===== src/design/mkd_pkg.sv =====
`default_nettype none
package mkd_pkg;

	localparam int unsigned SampleW   = 8;
	localparam int unsigned TicksW    = 16;
	localparam int unsigned KeyW      = 5;
	localparam int unsigned ValueW    = 9;
	localparam int unsigned CmdW      = 3;
	localparam int unsigned ProdW     = 12;

	localparam logic [SampleW-1:0] DRIVE_IDLE  = 8'hF0;
	localparam logic [TicksW-1:0]  TICKS_RESET = 16'd10;
	localparam logic [ValueW-1:0]  VALUE_MAX   = 9'd256;

	typedef enum logic [2:0] {
		PH_IDLE    = 3'd0,
		PH_WAIT    = 3'd1,
		PH_CONFIRM = 3'd2,
		PH_COL0    = 3'd3,
		PH_COL1    = 3'd4,
		PH_COL2    = 3'd5,
		PH_COL3    = 3'd6
	} phase_t;

	typedef enum logic [CmdW-1:0] {
		CMD_NONE     = 3'd0,
		CMD_DIGIT    = 3'd1,
		CMD_STOP     = 3'd2,
		CMD_RETRAIN  = 3'd3,
		CMD_DOWNLOAD = 3'd4,
		CMD_UPLOAD   = 3'd5,
		CMD_SEND     = 3'd6
	} cmd_t;

	localparam logic [KeyW-1:0] KEY_STOP     = 5'd4;
	localparam logic [KeyW-1:0] KEY_RETRAIN  = 5'd8;
	localparam logic [KeyW-1:0] KEY_DOWNLOAD = 5'd12;
	localparam logic [KeyW-1:0] KEY_UPLOAD   = 5'd13;
	localparam logic [KeyW-1:0] KEY_SEND     = 5'd16;

	typedef struct packed {
		logic [SampleW-1:0] drive;
		logic               done;
		logic [KeyW-1:0]    code;
		cmd_t               cmd;
		logic [ValueW-1:0]  value;
	} result_t;

	// column drive byte, column 0 is the leftmost
	function automatic logic [SampleW-1:0] col_drive(input logic [1:0] col);
		logic [SampleW-1:0] d;
		case (col)
			2'd0: d = 8'hF7;
			2'd1: d = 8'hFB;
			2'd2: d = 8'hFD;
			default: d = 8'hFE;
		endcase
		return d;
	endfunction

	// key 1..16 for a readback in a column, 0 when nothing matches
	function automatic logic [KeyW-1:0] match_key(input logic [1:0] col,
			input logic [SampleW-1:0] sample);
		logic [SampleW-1:0] drv;
		logic [KeyW-1:0]    base;
		drv = col_drive(col);
		case (sample[7:4])
			4'hE: base = 5'd13;
			4'hD: base = 5'd9;
			4'hB: base = 5'd5;
			4'h7: base = 5'd1;
			default: base = 5'd0;
		endcase
		if (sample[3:0] != drv[3:0] || base == 5'd0) begin
			return '0;
		end
		return base + {3'b000, col};
	endfunction

	// {is_digit, digit}
	function automatic logic [4:0] key_digit(input logic [KeyW-1:0] key);
		logic [4:0] r;
		case (key)
			5'd1:  r = {1'b1, 4'd1};
			5'd2:  r = {1'b1, 4'd2};
			5'd3:  r = {1'b1, 4'd3};
			5'd5:  r = {1'b1, 4'd4};
			5'd6:  r = {1'b1, 4'd5};
			5'd7:  r = {1'b1, 4'd6};
			5'd9:  r = {1'b1, 4'd7};
			5'd10: r = {1'b1, 4'd8};
			5'd11: r = {1'b1, 4'd9};
			5'd14: r = {1'b1, 4'd0};
			default: r = {1'b0, 4'd0};
		endcase
		return r;
	endfunction

endpackage
`default_nettype wire


===== src/design/mkd_scan.sv =====
`default_nettype none
module mkd_scan (
	input  wire logic                         clk,
	input  wire logic                         arst_n,
	input  wire logic                         step,
	input  wire logic [mkd_pkg::SampleW-1:0]  sample,
	input  wire logic [mkd_pkg::TicksW-1:0]   debounce_ticks,
	output mkd_pkg::result_t                  res
);
	import mkd_pkg::*;

	phase_t              phase_q, phase_d;
	logic [TicksW-1:0]   wait_q, wait_d;
	logic [KeyW-1:0]     pend_q, pend_d;
	logic [ValueW-1:0]   value_q, value_d;

	logic [1:0]          col_sel;
	logic [KeyW-1:0]     col_key;
	logic [TicksW-1:0]   wait_dec;
	logic [4:0]          dig;
	logic [ProdW-1:0]    acc;

	always_comb begin
		case (phase_q)
			PH_COL1: col_sel = 2'd1;
			PH_COL2: col_sel = 2'd2;
			PH_COL3: col_sel = 2'd3;
			default: col_sel = 2'd0;
		endcase
	end

	assign col_key  = match_key(col_sel, sample);
	assign wait_dec = (wait_q != '0) ? wait_q - 1'b1 : wait_q;

	always_comb begin
		phase_d   = phase_q;
		wait_d    = wait_q;
		pend_d    = pend_q;
		value_d   = value_q;
		res.drive = DRIVE_IDLE;
		res.done  = 1'b0;
		res.code  = '0;
		res.cmd   = CMD_NONE;
		case (phase_q)
			PH_WAIT: begin
				wait_d = wait_dec;
				if (wait_dec == '0) begin
					phase_d = PH_CONFIRM;
				end
			end
			PH_CONFIRM: begin
				if (sample == DRIVE_IDLE) begin
					phase_d = PH_IDLE;
				end else begin
					pend_d    = '0;
					res.drive = col_drive(2'd0);
					phase_d   = PH_COL0;
				end
			end
			PH_COL0, PH_COL1, PH_COL2: begin
				if (col_key != '0) begin
					pend_d = col_key;
				end
				res.drive = col_drive(col_sel + 2'd1);
				phase_d   = phase_t'(phase_q + 3'd1);
			end
			PH_COL3: begin
				res.done = 1'b1;
				res.code = (col_key != '0) ? col_key : pend_q;
				phase_d  = PH_IDLE;
				pend_d   = '0;
			end
			default: begin
				// idle detect, also any stray phase code
				if (sample != DRIVE_IDLE) begin
					wait_d  = debounce_ticks;
					phase_d = (debounce_ticks == '0) ? PH_CONFIRM : PH_WAIT;
				end else begin
					phase_d = PH_IDLE;
				end
			end
		endcase

		// key action
		dig       = key_digit(res.code);
		acc       = {3'b000, value_q} * 12'd10 + {8'h00, dig[3:0]};
		res.value = value_q;
		if (res.done) begin
			if (dig[4]) begin
				res.cmd   = CMD_DIGIT;
				value_d   = (acc > {3'b000, VALUE_MAX}) ? '0 : acc[ValueW-1:0];
				res.value = value_d;
			end else if (res.code == KEY_STOP) begin
				res.cmd = CMD_STOP;
			end else if (res.code == KEY_RETRAIN) begin
				res.cmd = CMD_RETRAIN;
			end else if (res.code == KEY_DOWNLOAD) begin
				res.cmd = CMD_DOWNLOAD;
			end else if (res.code == KEY_UPLOAD) begin
				res.cmd = CMD_UPLOAD;
			end else if (res.code == KEY_SEND) begin
				res.cmd = CMD_SEND;
				value_d = '0;
			end
		end
	end

	always_ff @(posedge clk or negedge arst_n) begin
		if (!arst_n) begin
			phase_q <= PH_IDLE;
			wait_q  <= '0;
			pend_q  <= '0;
			value_q <= '0;
		end else if (step) begin
			phase_q <= phase_d;
			wait_q  <= wait_d;
			pend_q  <= pend_d;
			value_q <= value_d;
		end
	end

endmodule
`default_nettype wire


===== src/design/matrix_keypad_scan_decimal_entry_core.sv =====
// 4x4 matrix keypad scanner with decimal entry. Each input transfer carries
// one readback of the keypad port; each output transfer carries the drive
// byte to apply before the next sample (F0 while idle or debouncing; F7 once
// confirmed, then FB, FD, FE while walking the columns) plus the scan result.
// A press is seen when the readback leaves F0, then debounce_ticks samples
// are skipped and one more sample confirms it; four column samples follow
// and the last one finishes the scan with key_done high. Digit keys build a
// decimal value (value*10+digit, wrapping to 0 above 256); keys 4, 8, 12, 13
// and 16 raise commands, and key 16 shows the value and then clears it.
// Exactly one output transfer follows every input transfer, in order.
// Timing: an accepted sample sits in an input register, the scan step runs
// there and writes the output register, and one sample can be taken every
// cycle while the output is not stalled. While a result waits to be taken,
// the input register can still take a sample if it is empty. debounce_ticks
// is written through cfg_wr_en/cfg_wr_data and should only change while the
// block is idle; it resets to 10.
`default_nettype none
module matrix_keypad_scan_decimal_entry_core (
	input  wire logic                          clk,
	input  wire logic                          arst_n,
	input  wire logic                          cfg_wr_en,
	input  wire logic [mkd_pkg::TicksW-1:0]    cfg_wr_data,
	input  wire logic                          in_valid,
	output logic                               in_ready,
	input  wire logic [mkd_pkg::SampleW-1:0]   port_sample,
	output logic                               out_valid,
	input  wire logic                          out_ready,
	output logic [mkd_pkg::SampleW-1:0]        drive_pattern,
	output logic                               key_done,
	output logic [mkd_pkg::KeyW-1:0]           key_code,
	output logic [mkd_pkg::CmdW-1:0]           command,
	output logic [mkd_pkg::ValueW-1:0]         entered_value
);
	import mkd_pkg::*;

	logic [TicksW-1:0]  ticks_q;
	logic               vld_s1;
	logic [SampleW-1:0] sample_s1;
	logic               vld_s2;
	result_t            res_s2;
	result_t            res;
	logic               adv;

	// stage 1 moves on when the output slot is empty or being drained
	assign adv      = !vld_s2 || out_ready;
	assign in_ready = !vld_s1 || adv;

	always_ff @(posedge clk or negedge arst_n) begin
		if (!arst_n) begin
			ticks_q <= TICKS_RESET;
		end else if (cfg_wr_en) begin
			ticks_q <= cfg_wr_data;
		end
	end

	always_ff @(posedge clk or negedge arst_n) begin
		if (!arst_n) begin
			vld_s1 <= 1'b0;
			vld_s2 <= 1'b0;
		end else begin
			if (in_ready) begin
				vld_s1 <= in_valid;
			end
			if (adv) begin
				vld_s2 <= vld_s1;
			end
		end
	end

	// payload registers
	always_ff @(posedge clk) begin
		if (in_valid && in_ready) begin
			sample_s1 <= port_sample;
		end
		if (adv && vld_s1) begin
			res_s2 <= res;
		end
	end

	// scan state only steps when the stage 1 item is handed on
	mkd_scan u_scan (
		.clk            (clk),
		.arst_n         (arst_n),
		.step           (adv && vld_s1),
		.sample         (sample_s1),
		.debounce_ticks (ticks_q),
		.res            (res)
	);

	assign out_valid     = vld_s2;
	assign drive_pattern = res_s2.drive;
	assign key_done      = res_s2.done;
	assign key_code      = res_s2.code;
	assign command       = res_s2.cmd;
	assign entered_value = res_s2.value;

endmodule
`default_nettype wire

===== config.mk =====
export PLATFORM = sky130hd
export DESIGN_NAME = matrix_keypad_scan_decimal_entry_core
export DESIGN_NICKNAME = d
export VERILOG_FILES = /design/src/design/mkd_pkg.sv /design/src/design/mkd_scan.sv /design/src/design/matrix_keypad_scan_decimal_entry_core.sv
export SDC_FILE = /design/constraint.sdc
export NUM_CORES = 1
export LEC_CHECK = 0
export CAP_MARGIN = 20
export CORE_ASPECT_RATIO = 1.4
export CORE_MARGIN = 2
export CORE_UTILIZATION = 40
export CTS_CLUSTER_SIZE = 28
export DETAILED_ROUTE_END_ITERATION = 6
export DONT_BUFFER_PORTS = 1
export RECOVER_POWER = 25
export SETUP_SLACK_MARGIN = 0.1
export SYNTH_ARGS = -nofsm -noshare
export SYNTH_HDL_FRONTEND = slang
export SYNTH_HIERARCHICAL = 1
export SYNTH_SLANG_ARGS = --single-unit

===== constraint.sdc =====
create_clock -name clk -period 10.15 [get_ports clk]
set_input_delay 3.045 -clock clk [delete_from_list [all_inputs] [get_ports clk]]
set_output_delay 3.045 -clock clk [all_outputs]
set_load 0.005 [all_outputs]

==> out/qor_table.md <==
| Result | Value | Unit |
| --- | --- | --- |
| Async set-or-reset flop fraction in the synthesized netlist | 0.600 | - |
| Setup fix buffers added after clock tree synthesis | 0 | - |
| First-pass GRT wire length | 20400 | um |
| Number of distinct library cells after synthesis | 77 | - |
| Total placed cells including tap cells | 688 | - |
| Footprint of the multi-input gates | 2750 | um^2 |
| Clock latency on the worst-skew pair | 0.34 | ns |
| Setup clock skew after layout | 0.00657 | ns |
| Share of the yosys chip area belonging to registers | 0.432 | - |
| Total die area | 14300 | um^2 |
| Final worst path period need | 6.37 | ns |
| Status | finished, final reports clean | - |
| Vias in the first global route | 4074 | - |
| Fraction of synthesized cell area taken by the top area cell type | 0.230 | - |
| Ratio of cells with drive above 1 in the final layout | 0.0987 | - |
| Clock sink total | 85 | - |
| Placeable core region | 12900 | um^2 |
| Top cell types by occurrence after synthesis | 49 x sky130_fd_sc_hd__dfrtp_1, 41 x sky130_fd_sc_hd__nor2_1, 40 x sky130_fd_sc_hd__nand2_1, 38 x sky130_fd_sc_hd__o21ai_0, 34 x sky130_fd_sc_hd__edfxtp_1 | - |
| Combinational group share of total power | 0.451 | - |
| Headroom to the max-slew limit | 0.358 | - |
| Number of buffer cells added on primary ports | 0 | - |
| GR Overflow Total | 0 | - |
| Total number of yosys warnings | 6 | - |
| Hpwl dp | 8590 | um |
| RePlAce Congestion | 0.901 | - |
| Max-slew violation total from the final report | 0 | - |
| Synth-to-layout area growth | 7.44 | % |
| Ports placed on the boundary | 57 | - |
| Max-capacitance violation count | 0 | - |
| WL/cell | 17.1 | um |
| Average footprint of a synthesized cell | 10.0 | um^2 |
| Internal power | 902 | uW |
| Hold buffer count at cts | 0 | - |
| Initial cell density of the core | 0.412 | - |
| Worst reg2reg endpoint | entered_value[2] | - |
| Number of remaining DRC errors | 0 | - |
| Cell area after layout | 5730 | um^2 |
| Number of vias per cell | 5.90 | - |
| Switching pwr | 644 | uW |
| Setup TNS Final | 0 | ns |
| Antenna Violating Nets Remaining | 0 | - |
| Maximum fanout along the worst path | 15 | - |
| Clock transition at the register clock pins on the worst setup and hold paths after CTS | 0.07 | ns |
| Depth of the most critical reg-to-reg path | 24 | - |
| Final setup vio count | 0 | - |
| Gates resized, CTS repair | 0 | - |
| Final Total Pwr | 1550 | uW |
| Combined global-route utilization of all metal layers | 0.178 | - |
| P per Cell Area | 270 | nW/um^2 |
| Critical path arrival | 6.40 | ns |
| Maximum number of pins on one net before global-route repair | 52 | - |
| Instance area after placement | 5410 | um^2 |
| Count of vias placed by the detailed router | 4160 | - |
| Longest Clk Path Bufs | 2 | - |
| Number of instances on the worst hold path | 1 | - |
| Number of hold-slack violations in the final timing report | 0 | - |
| Max rail drop VDD | 0.0926 | mV |
| Final period util | 0.627 | - |
| Cell with the most instances after synthesis | sky130_fd_sc_hd__dfrtp_1 | - |
| Count of flip-flops with a built-in enable after synthesis | 34 | - |
| Register-to-register path setup slack | 3.78 | ns |
| Number of filler instances in the final layout | 1208 | - |
| CTS H-Tree Depth | 3 | - |
| Mapped cell area | 5330 | um^2 |
| Number of antenna violations at the first check in global routing | 0 | - |
| Transition time at the pin with the least slew margin | 0.961 | ns |
| Number of nets in the layout | 579 | - |
| Sw frac | 0.417 | - |
| TritonCTS clock tree | yes | - |
| Worst hold path startpoint | vld_s1 | - |
| Maximum achievable frequency | 157 | MHz |
| Final standard cell count with taps included and fillers excluded | 705 | - |
| Post-Synthesis Cells | 532 | - |
| Worst setup path class | reg -> reg | - |
| Aggregate routed wire length | 12100 | um |
| R2r startpoint | sample_s1[6] | - |
| Share of total power in the clock network | 0.222 | - |
| Starting DRC count in detailed routing | 196 | - |
| Die X-Extent | 102 | um |
| Pre-Repair DR Iteration Count | 4 | - |
| Nature of the critical path endpoint | flop | - |
| Most area-consuming cells after synthesis | sky130_fd_sc_hd__dfrtp_1 23%, sky130_fd_sc_hd__edfxtp_1 19%, sky130_fd_sc_hd__ha_1 6.1% | - |
| Dominant synthesized flop cell | sky130_fd_sc_hd__dfrtp_1 | - |
| Register area | 2300 | um^2 |
| Data required time at the worst endpoint | 10.19 | ns |
| Standby leakage power | 0.00222 | uW |
| Total CTS buffers | 9 | - |
| Unrepaired setup endpoints after global routing | false | - |
| Die H | 141 | um |
| Hold path endpoint | out_valid | - |
| Flops & latches, synth | 85 | - |
| Post-synth top area cell | sky130_fd_sc_hd__dfrtp_1 | - |
| Clock tree root buffer cell | sky130_fd_sc_hd__clkbuf_16 | - |
| Startpoint type of the worst setup path | flop | - |
| Sequential power share | 0.327 | - |
| Hold crit path type | reg -> reg | - |
| Row count | 49 | - |
| Diode insertion count for antenna repair | 0 | - |
## how the worst max path moves through the flow
| stage | startpoint | end | slack, ns | depth (start not counted) |
|---|---|---|---|---|
| final | sample_s1[6] | entered_value[2] | 3.78 | 24 |
| after global routing | sample_s1[6] | entered_value[2] | 3.19 | 24 |
| after CTS | sample_s1[6] | entered_value[2] | 3.81 | 24 |
| after detailed placement | sample_s1[6] | entered_value[2] | 3.82 | 24 |
| after global placement | out_ready | in_ready | 3.88 | 1 |
| after floorplan | out_ready | in_ready | 3.89 | 1 |
## state kept, by name, summed over array words and instances, names as in the netlist, 5 cells and up
| signal | count |
|---|---|
| ticks_q | 16 |
| key_code | 5 |
| entered_value | 9 |
| u_scan/pend_q | 5 |
| u_scan/value_q | 9 |
| sample_s1 | 8 |
| drive_pattern | 8 |
| u_scan/wait_q | 16 |
## stage by stage
stage,hold slack [ns],utilization,setup slack [ns]
after floorplan,0.449,-,3.89
after global placement,0.467,0.418,3.88
after detailed placement,0.479,0.418,3.82
after CTS,0.494,0.442,3.81
after global routing,0.524,0.443,3.19
final,0.491,0.443,3.78
## placed cells by master, fill, tap and decap left out, types with 12 or more instances in the layout
cell and instances:
sky130_fd_sc_hd__o21ai_0 38, sky130_fd_sc_hd__nor3_1 14, sky130_fd_sc_hd__nor2_1 41, sky130_fd_sc_hd__inv_1 33, sky130_fd_sc_hd__o22ai_1 14, sky130_fd_sc_hd__edfxtp_1 34
sky130_fd_sc_hd__dfrtp_1 49, sky130_fd_sc_hd__o32ai_1 12, sky130_fd_sc_hd__nand2_1 40, sky130_fd_sc_hd__a21oi_1 25, sky130_fd_sc_hd__ha_1 26
## worst max-delay path, cell delays in order, from the launching register on
cell and delay (ns):
sky130_fd_sc_hd__edfxtp_1 0.51, sky130_fd_sc_hd__and4b_1 0.28, sky130_fd_sc_hd__a311oi_1 0.37, sky130_fd_sc_hd__inv_1 0.09
sky130_fd_sc_hd__ha_1 0.21, sky130_fd_sc_hd__ha_1 0.34, sky130_fd_sc_hd__nor2_1 0.09, sky130_fd_sc_hd__o2111a_1 0.14
sky130_fd_sc_hd__a31o_2 0.26, sky130_fd_sc_hd__or3_4 0.36, sky130_fd_sc_hd__a22o_1 0.25, sky130_fd_sc_hd__nor4_1 0.31
sky130_fd_sc_hd__a21oi_1 0.07, sky130_fd_sc_hd__nor2_1 0.11, sky130_fd_sc_hd__ha_1 0.18, sky130_fd_sc_hd__inv_1 0.07
sky130_fd_sc_hd__fa_1 0.39, sky130_fd_sc_hd__nor2b_1 0.11, sky130_fd_sc_hd__o21ai_0 0.12, sky130_fd_sc_hd__nor3_1 0.32
sky130_fd_sc_hd__xnor2_1 0.18, sky130_fd_sc_hd__nand4_1 0.17, sky130_fd_sc_hd__a311oi_2 0.09, sky130_fd_sc_hd__o311ai_2 0.82
sky130_fd_sc_hd__o22ai_1 0.22
## power by group through the flow
| stage | sequential (uW) | clock, uW | combinational, uW |
|---|---|---|---|
| final | 506 | 343 | 697 |
| after global routing | 520 | 367 | 784 |
| after CTS | 506 | 354 | 690 |
| after detailed placement | 511 | 0 | 686 |
| after global placement | 508 | 0 | 666 |
| after floorplan | 483 | 0 | 570 |
## final cells by class
type / instances / share of cell area
multi-input cells: 390 / 0.481
flip-flops and latches: 85 / 0.402
clock buffers: 10 / 0.0417
well taps: 178 / 0.0389
inverters: 33 / 0.0216
clock inverters: 6 / 0.0116
repair buffers: 3 / 0.00393
## routing by layer
layer  routed length [um]  global-route usage  vias to the layer above  share of wire
li1                     -                   -                     1970              -
met1                 5230               0.231                     2022           0.43
met2                 6020               0.296                      140           0.50
met3                  548              0.0337                       28          0.045
met4                  276              0.0619                        0          0.023
met5                    0                   0                        -              0
## logic make-up after synthesis
logic type,after synthesis,share of synthesized area
xor+xnor,17,0.0279
mux,23,0.0545
other cells,1,0.000704
fa+ha+maj,28,0.0686
simple gates,165,0.162
compound gates,153,0.201
buf+inv,60,0.0545
flops,85,0.432
No activity file was read; power rests on OpenSTA's default activity.
